$ cat src/hdl/kts_pkg.sv
`default_nettype none
package kts_pkg;

    localparam int MAX_KEYS   = 64;
    localparam int COMPONENTS = 3;
    localparam int VAL_DEPTH  = MAX_KEYS * COMPONENTS;
    localparam int KEY_W      = $clog2(MAX_KEYS);
    localparam int VAL_AW     = $clog2(VAL_DEPTH);
    localparam int COMP_W     = 2;
    localparam int CNT_W      = 7;
    localparam int MODE_W     = 2;
    localparam int STEP_W     = 6;
    localparam int Q_W        = 32;
    localparam int ALPHA_W    = 17;
    localparam int H_W        = 20;
    localparam int PROD_W     = 66;

    localparam int IN_TDATA_W  = 176;
    localparam int OUT_TDATA_W = 40;
    localparam int CFG_DATA_W  = 7;

    localparam logic [STEP_W-1:0] MOD_STEPS = STEP_W'(Q_W + 1);
    localparam logic [STEP_W-1:0] DIV_STEPS = STEP_W'(16);

    localparam logic [MODE_W-1:0] MODE_STEP = 2'd0;
    localparam logic [MODE_W-1:0] MODE_LINEAR = 2'd1;

    localparam logic FUNC_LOAD   = 1'b0;
    localparam logic FUNC_SAMPLE = 1'b1;

    localparam logic REG_INTERP_MODE = 1'b0;
    localparam logic REG_KEY_COUNT   = 1'b1;

    typedef enum logic [5:0] {
        S_IDLE, S_CHK, S_RD1, S_RD2, S_RANGE, S_MOD, S_MODFIX, S_LOC,
        S_SRD, S_SCMP, S_T0, S_T1, S_T2, S_DCHK, S_DIV, S_POLY,
        S_TT, S_TTM, S_TTT, S_H, S_CRDA, S_CRDB, S_DIRECT, S_P2,
        S_LMUL, S_LRES, S_C1, S_C2, S_C3, S_C4, S_C5, S_C6, S_C7, S_C8,
        S_EMIT
    } t_state;

    typedef enum logic [5:0] {
        DP_NOP, DP_CAPTURE, DP_BAD, DP_RD_START, DP_RD_END, DP_LATCH_END,
        DP_MOD_INIT, DP_MOD_STEP, DP_MOD_FIX, DP_CLAMP, DP_LOCATE,
        DP_SRCH_RD, DP_SRCH_CMP, DP_T0_RD, DP_T1_RD, DP_DELTA,
        DP_ALPHA_SET, DP_DIV_STEP, DP_MUL_AA, DP_LATCH_TT, DP_MUL_TA,
        DP_LATCH_TTT, DP_H_CALC, DP_CRD_A, DP_CRD_B, DP_DIRECT,
        DP_LATCH_P2, DP_LIN_MUL, DP_LIN_RES, DP_C1, DP_C2, DP_C3, DP_C4,
        DP_C5, DP_C6, DP_C7, DP_C8, DP_EMIT
    } t_dp_op;

    typedef struct packed {
        t_dp_op op;
    } t_dp_cmd;

    typedef struct packed {
        logic func;
        logic size_lt2;
        logic range_bad;
        logic wrap;
        logic cnt_done;
        logic t_le_start;
        logic t_ge_end;
        logic last_one;
        logic hit;
        logic i_one;
        logic direct;
        logic delta_le0;
        logic alpha_fixed;
        logic cubic;
        logic linear;
        logic bad;
        logic comp_last;
        logic out_free;
    } t_dp_stat;

    function automatic logic signed [PROD_W-1:0] f_round16(
        input logic signed [PROD_W-1:0] x);
        return (x + PROD_W'(32768)) >>> 16;
    endfunction

    function automatic logic signed [Q_W-1:0] f_sat32(
        input logic signed [PROD_W-1:0] x);
        logic signed [PROD_W-1:0] hi;
        logic signed [PROD_W-1:0] lo;
        hi = PROD_W'(64'sh7FFFFFFF);
        lo = -PROD_W'(64'sh80000000);
        if (x > hi) begin
            return 32'sh7FFFFFFF;
        end else if (x < lo) begin
            return 32'sh80000000;
        end
        return x[Q_W-1:0];
    endfunction

endpackage
`default_nettype wire

$ cat src/hdl/kts_ctrl.sv
`default_nettype none
module kts_ctrl (
    input  wire logic              i_clk,
    input  wire logic              i_rst_n,
    input  wire logic              i_in_valid,
    output logic                   o_in_ready,
    input  wire kts_pkg::t_dp_stat i_stat,
    output kts_pkg::t_dp_cmd       o_cmd
);
    import kts_pkg::*;

    t_state r_state;
    t_state n_state;

    always_ff @(posedge i_clk) begin
        if (!i_rst_n) begin
            r_state <= S_IDLE;
        end else begin
            r_state <= n_state;
        end
    end

    always_comb begin
        n_state = r_state;
        unique case (r_state)
            S_IDLE: begin
                if (i_in_valid && i_stat.func == FUNC_SAMPLE) n_state = S_CHK;
            end
            S_CHK:    n_state = i_stat.size_lt2 ? S_EMIT : S_RD1;
            S_RD1:    n_state = S_RD2;
            S_RD2:    n_state = S_RANGE;
            S_RANGE: begin
                priority if (i_stat.range_bad) n_state = S_EMIT;
                else if (i_stat.wrap)          n_state = S_MOD;
                else                           n_state = S_LOC;
            end
            S_MOD:    n_state = i_stat.cnt_done ? S_MODFIX : S_MOD;
            S_MODFIX: n_state = S_LOC;
            S_LOC: begin
                if (i_stat.t_le_start || i_stat.t_ge_end || i_stat.last_one) begin
                    n_state = S_T0;
                end else begin
                    n_state = S_SRD;
                end
            end
            S_SRD:    n_state = S_SCMP;
            S_SCMP:   n_state = (i_stat.hit || i_stat.i_one) ? S_T0 : S_SRD;
            S_T0:     n_state = i_stat.direct ? S_CRDA : S_T1;
            S_T1:     n_state = S_T2;
            S_T2:     n_state = S_DCHK;
            S_DCHK: begin
                priority if (i_stat.delta_le0) n_state = S_EMIT;
                else if (i_stat.alpha_fixed)   n_state = S_POLY;
                else                           n_state = S_DIV;
            end
            S_DIV:    n_state = i_stat.cnt_done ? S_POLY : S_DIV;
            S_POLY:   n_state = i_stat.cubic ? S_TT : S_CRDA;
            S_TT:     n_state = S_TTM;
            S_TTM:    n_state = S_TTT;
            S_TTT:    n_state = S_H;
            S_H:      n_state = S_CRDA;
            S_CRDA:   n_state = S_CRDB;
            S_CRDB:   n_state = i_stat.direct ? S_DIRECT : S_P2;
            S_DIRECT: n_state = S_EMIT;
            S_P2:     n_state = i_stat.linear ? S_LMUL : S_C1;
            S_LMUL:   n_state = S_LRES;
            S_LRES:   n_state = S_EMIT;
            S_C1:     n_state = S_C2;
            S_C2:     n_state = S_C3;
            S_C3:     n_state = S_C4;
            S_C4:     n_state = S_C5;
            S_C5:     n_state = S_C6;
            S_C6:     n_state = S_C7;
            S_C7:     n_state = S_C8;
            S_C8:     n_state = S_EMIT;
            S_EMIT: begin
                if (i_stat.out_free) begin
                    priority if (i_stat.comp_last) n_state = S_IDLE;
                    else if (i_stat.bad)           n_state = S_EMIT;
                    else                           n_state = S_CRDA;
                end
            end
            default:  n_state = S_IDLE;
        endcase
    end

    always_comb begin
        o_in_ready = 1'b0;
        o_cmd.op   = DP_NOP;
        unique case (r_state)
            S_IDLE: begin
                o_in_ready = 1'b1;
                if (i_in_valid) o_cmd.op = DP_CAPTURE;
            end
            S_CHK:    o_cmd.op = i_stat.size_lt2 ? DP_BAD : DP_RD_START;
            S_RD1:    o_cmd.op = DP_RD_END;
            S_RD2:    o_cmd.op = DP_LATCH_END;
            S_RANGE: begin
                priority if (i_stat.range_bad) o_cmd.op = DP_BAD;
                else if (i_stat.wrap)          o_cmd.op = DP_MOD_INIT;
                else                           o_cmd.op = DP_CLAMP;
            end
            S_MOD:    o_cmd.op = DP_MOD_STEP;
            S_MODFIX: o_cmd.op = DP_MOD_FIX;
            S_LOC:    o_cmd.op = DP_LOCATE;
            S_SRD:    o_cmd.op = DP_SRCH_RD;
            S_SCMP:   o_cmd.op = DP_SRCH_CMP;
            S_T0:     o_cmd.op = DP_T0_RD;
            S_T1:     o_cmd.op = DP_T1_RD;
            S_T2:     o_cmd.op = DP_DELTA;
            S_DCHK:   o_cmd.op = DP_ALPHA_SET;
            S_DIV:    o_cmd.op = DP_DIV_STEP;
            S_POLY:   o_cmd.op = DP_MUL_AA;
            S_TT:     o_cmd.op = DP_LATCH_TT;
            S_TTM:    o_cmd.op = DP_MUL_TA;
            S_TTT:    o_cmd.op = DP_LATCH_TTT;
            S_H:      o_cmd.op = DP_H_CALC;
            S_CRDA:   o_cmd.op = DP_CRD_A;
            S_CRDB:   o_cmd.op = DP_CRD_B;
            S_DIRECT: o_cmd.op = DP_DIRECT;
            S_P2:     o_cmd.op = DP_LATCH_P2;
            S_LMUL:   o_cmd.op = DP_LIN_MUL;
            S_LRES:   o_cmd.op = DP_LIN_RES;
            S_C1:     o_cmd.op = DP_C1;
            S_C2:     o_cmd.op = DP_C2;
            S_C3:     o_cmd.op = DP_C3;
            S_C4:     o_cmd.op = DP_C4;
            S_C5:     o_cmd.op = DP_C5;
            S_C6:     o_cmd.op = DP_C6;
            S_C7:     o_cmd.op = DP_C7;
            S_C8:     o_cmd.op = DP_C8;
            S_EMIT:   o_cmd.op = i_stat.out_free ? DP_EMIT : DP_NOP;
            default:  o_cmd.op = DP_NOP;
        endcase
    end

endmodule
`default_nettype wire

$ cat config.mk
export PLATFORM = sky130hd
export DESIGN_NAME = kts_ctrl
export DESIGN_NICKNAME = d
export VERILOG_FILES = /design/src/hdl/kts_pkg.sv /design/src/hdl/kts_ctrl.sv
export SDC_FILE = /design/constraint.sdc
export NUM_CORES = 1
export LEC_CHECK = 0
export BUFFER_PORTS_ARGS = -buffer_cell sky130_fd_sc_hd__buf_2
export CAP_MARGIN = 20
export CORE_MARGIN = 8
export CORE_UTILIZATION = 45
export DETAILED_ROUTE_END_ITERATION = 10
export HOLD_SLACK_MARGIN = 0.15
export PLACE_DENSITY = 0.72
export SLEW_MARGIN = 25
export SYNTH_ARGS = -nofsm -noshare
export SYNTH_HDL_FRONTEND = slang
export SYNTH_SLANG_ARGS = --single-unit
$ cat constraint.sdc
create_clock -name i_clk -period 1.47 [get_ports i_clk]
set_clock_uncertainty 0.2 [all_clocks]
set_input_delay 0.0735 -clock i_clk [delete_from_list [all_inputs] [get_ports i_clk]]
set_output_delay 0.0735 -clock i_clk [all_outputs]
set_load 0.02 [all_outputs]
==> impl_metrics.tcl <==
set metrics [dict create \
    status "complete, but fails checks" \
    violations "setup timing" \
    end_kind "output pin" \
    grt_pass1_vias 1918 \
    die-area_um2 4390 \
    grt_max_degree 17 \
    core-area_um2 2430 \
    ys_ff_latch 6 \
    rows 18 \
    seq_area_frac_synth_pct 10.6 \
    grt_setup_unrepaired "yes" \
    ant_nets 0 \
    ioPinCount 28 \
    path_cells "buf_6, inv_1, nand3_1, a21oi_2, a311oi_4, o311ai_4, buf_6" \
    setup_ws_ns -0.507 \
    yosysWarnings 0 \
    synthFlopType "dfxtp_1" \
    tritoncts "done" \
    period_needed_ns 1.98 \
    drive_above_1_share_pct 58.0 \
    power.density_nw_per_um2 481 \
    hold_path.class "in2reg" \
    place_congestion 1.06 \
    p_leak_nw 0.877 \
    slowest_delay_ns 0.40 \
    postSynthCellCount 168 \
    grt_pass1_wl_mm 10.0 \
    fin_nets 284 \
    cp-start-kind "flip-flop" \
    peakVddDrop_uv 493 \
    largest_register_ff_count 6 \
    fp.dieW_um 66.2 \
    slew_violations 0 \
    clock_path_buffers 2 \
    vias 2065 \
    die_y_um 66.2 \
    synth_edf_count 0 \
    clockRootBuffer "clkbuf_4" \
    crit_fanout 8 \
    path_clk_slew_ns 0.06 \
    slew_headroom_pct 70.2 \
    grt_antenna_before_repair 0 \
    fin_crit_sh_pct 134 \
    port_buffers 27 \
    dp_hpwl_mm 4.00 \
    required_ns 1.20 \
    drt-initial-drc-count 323 \
    clkSinkCount 6 \
    via_per_inst 7.07 \
    register_area_um2 133 \
    yosysTopAreaCell "dfxtp_1" \
    finalHoldViolations 0 \
    drc 0 \
    wire_per_inst_um 25.1 \
    worstMarginPinSlew_ns 0.441 \
    clk_latency_ns 0.26 \
    syn_avg_cell_area_um2 6.75 \
    synth_top_area_share_pct 10.6 \
    grt_overflow 0 \
    htree_levels 1 \
    async_flop_share_pct 0 \
    syn_nets 189 \
    max_freq_mhz 506 \
    grtUsageTotal_pct 29.2 \
    synth_cell_types 56 \
    top_regs "r_state x6" \
    initial_core_util_pct 46.7 \
    pre_cts_ws_ns -0.398 \
    top_register "r_state" \
    routed_wl_mm 7.33 \
    syn_to_final_growth_pct 93.3 \
    synthesis.area_um2 1130 \
    crit_slowest_cell "dfxtp_2" \
    fillers 106 \
    synth_top_cells_by_area "dfxtp_1 (11%), a21oi_1 (5.7%), nand2_1 (5.3%)" \
    drv_cap 0 \
    hold_slack_ns 0.171 \
    setup_viol 13 \
    cp_common_cell "buf_6" \
    multi_input_area_um2 1120 \
    cp.arrival_ns 1.70 \
    cts_buffers 3 \
    crit_type "reg2out" \
    antenna_cells_inserted 0 \
    first_pass_iters 5 \
]
==> where the power goes <==
group	switching, mW	internal (mW)
Sequential	0.0169	0.171
Clock	0.0801	0.104
Combinational	0.349	0.333
==> area by class of cell <==
class                   count  area share, %
clock buffers               4           1.20
inverters                   7           1.20
multi-input cells         139           50.9
flip-flops and latches      6           6.05
well taps                  30           1.71
repair buffers            106           38.9
==> cells in the final DEF (no fill, tap or decap), types with 3 or more instances in the layout <==
cell type and n:
a21oi_1 11, a31oi_1 5, buf_2 20, buf_4 59
buf_6 16, clkbuf_4 3, dfxtp_2 4, dlygate4sd3_1 8
inv_2 5, nand2_1 15, nand2b_1 6, nand3_1 6
nand4_1 3, nor2_1 9, nor2_4 3, nor2b_2 3
o211ai_1 3, o21ai_0 4, o21ai_1 4, o21ai_2 3
o22ai_1 3
==> timing repair <==
action / CTS / global route
endpoints found under the setup margin: 13 / 13
pin swaps: 21 / 3
hold buffers: 8 / 0
resized for setup: 62 / 13
endpoints found under the hold margin: 6 / 0
gates cloned: 0 / 0
buffers inserted: 13 / 1
==> cells by family after synthesis <==
| logic type | Yosys count | share of synthesized area [%] |
|---|---|---|
| compound gates | 68 | 41.7 |
| xor+xnor | 2 | 1.54 |
| fa+ha+maj | 1 | 0.992 |
| buf+inv | 23 | 11.8 |
| flops | 6 | 10.6 |
| mux | 1 | 0.992 |
| simple gates | 67 | 32.4 |
==> final timing paths <==
check | startpoint | endpoint | slack, ns | cells past startpoint
worst max-delay path | r_state[5] | o_cmd[0] | -0.51 | 7
worst min-delay path | i_stat[1] | r_state[4] | 0.17 | 4
worst max register to register | r_state[0] | r_state[1] | -0.49 | 6
worst min register to register | r_state[4] | r_state[4] | 0.62 | 4
==> stage by stage <==
stage / instances / area, µm² / util (%) / setup TNS [ns] / power (mW)
floorplan: 168 / 1210 / - / -1.27 / 0.444
global placement: 268 / 1700 / 69.8 / -3.57 / 0.646
detailed placement: 268 / 1700 / 69.8 / -3.53 / 0.652
CTS: 291 / 2120 / 87.1 / -4.71 / 0.966
global route: 292 / 2190 / 90.2 / -6.10 / 1.09
finish: 292 / 2190 / 90.2 / -5.65 / 1.05
==> routing by layer <==
metal | routed length, µm | global-route usage (%) | share of wire (%) | vias up
met2 | 3160 | 45.6 | 43 | 239
met4 | 692 | 17.6 | 9.4 | 0
met5 | 0 | 0 | 0 | -
li1 | - | - | - | 828
met1 | 2580 | 35.0 | 35 | 919
met3 | 888 | 7.29 | 12 | 79
==> worst max-delay path, delay by kind of cell (launching register included) <==
| kind | cells | cell delay (ns) |
|---|---|---|
| buf+inv | 3 | 0.40 |
| flops | 1 | 0.40 |
| simple gates | 1 | 0.10 |
| compound gates | 3 | 0.53 |
==> cells in the mapped netlist (2+ instances only) <==
library cell	n
a41oi_1	2
buf_2	8
a31oi_1	6
inv_1	4
nand4_1	3
a22oi_1	3
nor2_2	3
a21o_1	2
o21ai_0	9
o21ai_1	2
nor3_1	3
a32oi_1	3
o31a_1	2
or2_1	2
inv_2	3
nor2_1	11
nand2_1	16
dfxtp_1	6
a21oi_1	13
or3_1	2
xor2_1	2
nand3_1	7
o32ai_1	3
buf_6	3
o211ai_1	3
nand2b_1	6
o22ai_1	4
buf_4	4
nor2b_1	6
Note: power is estimated with default switching activity, not from simulation.
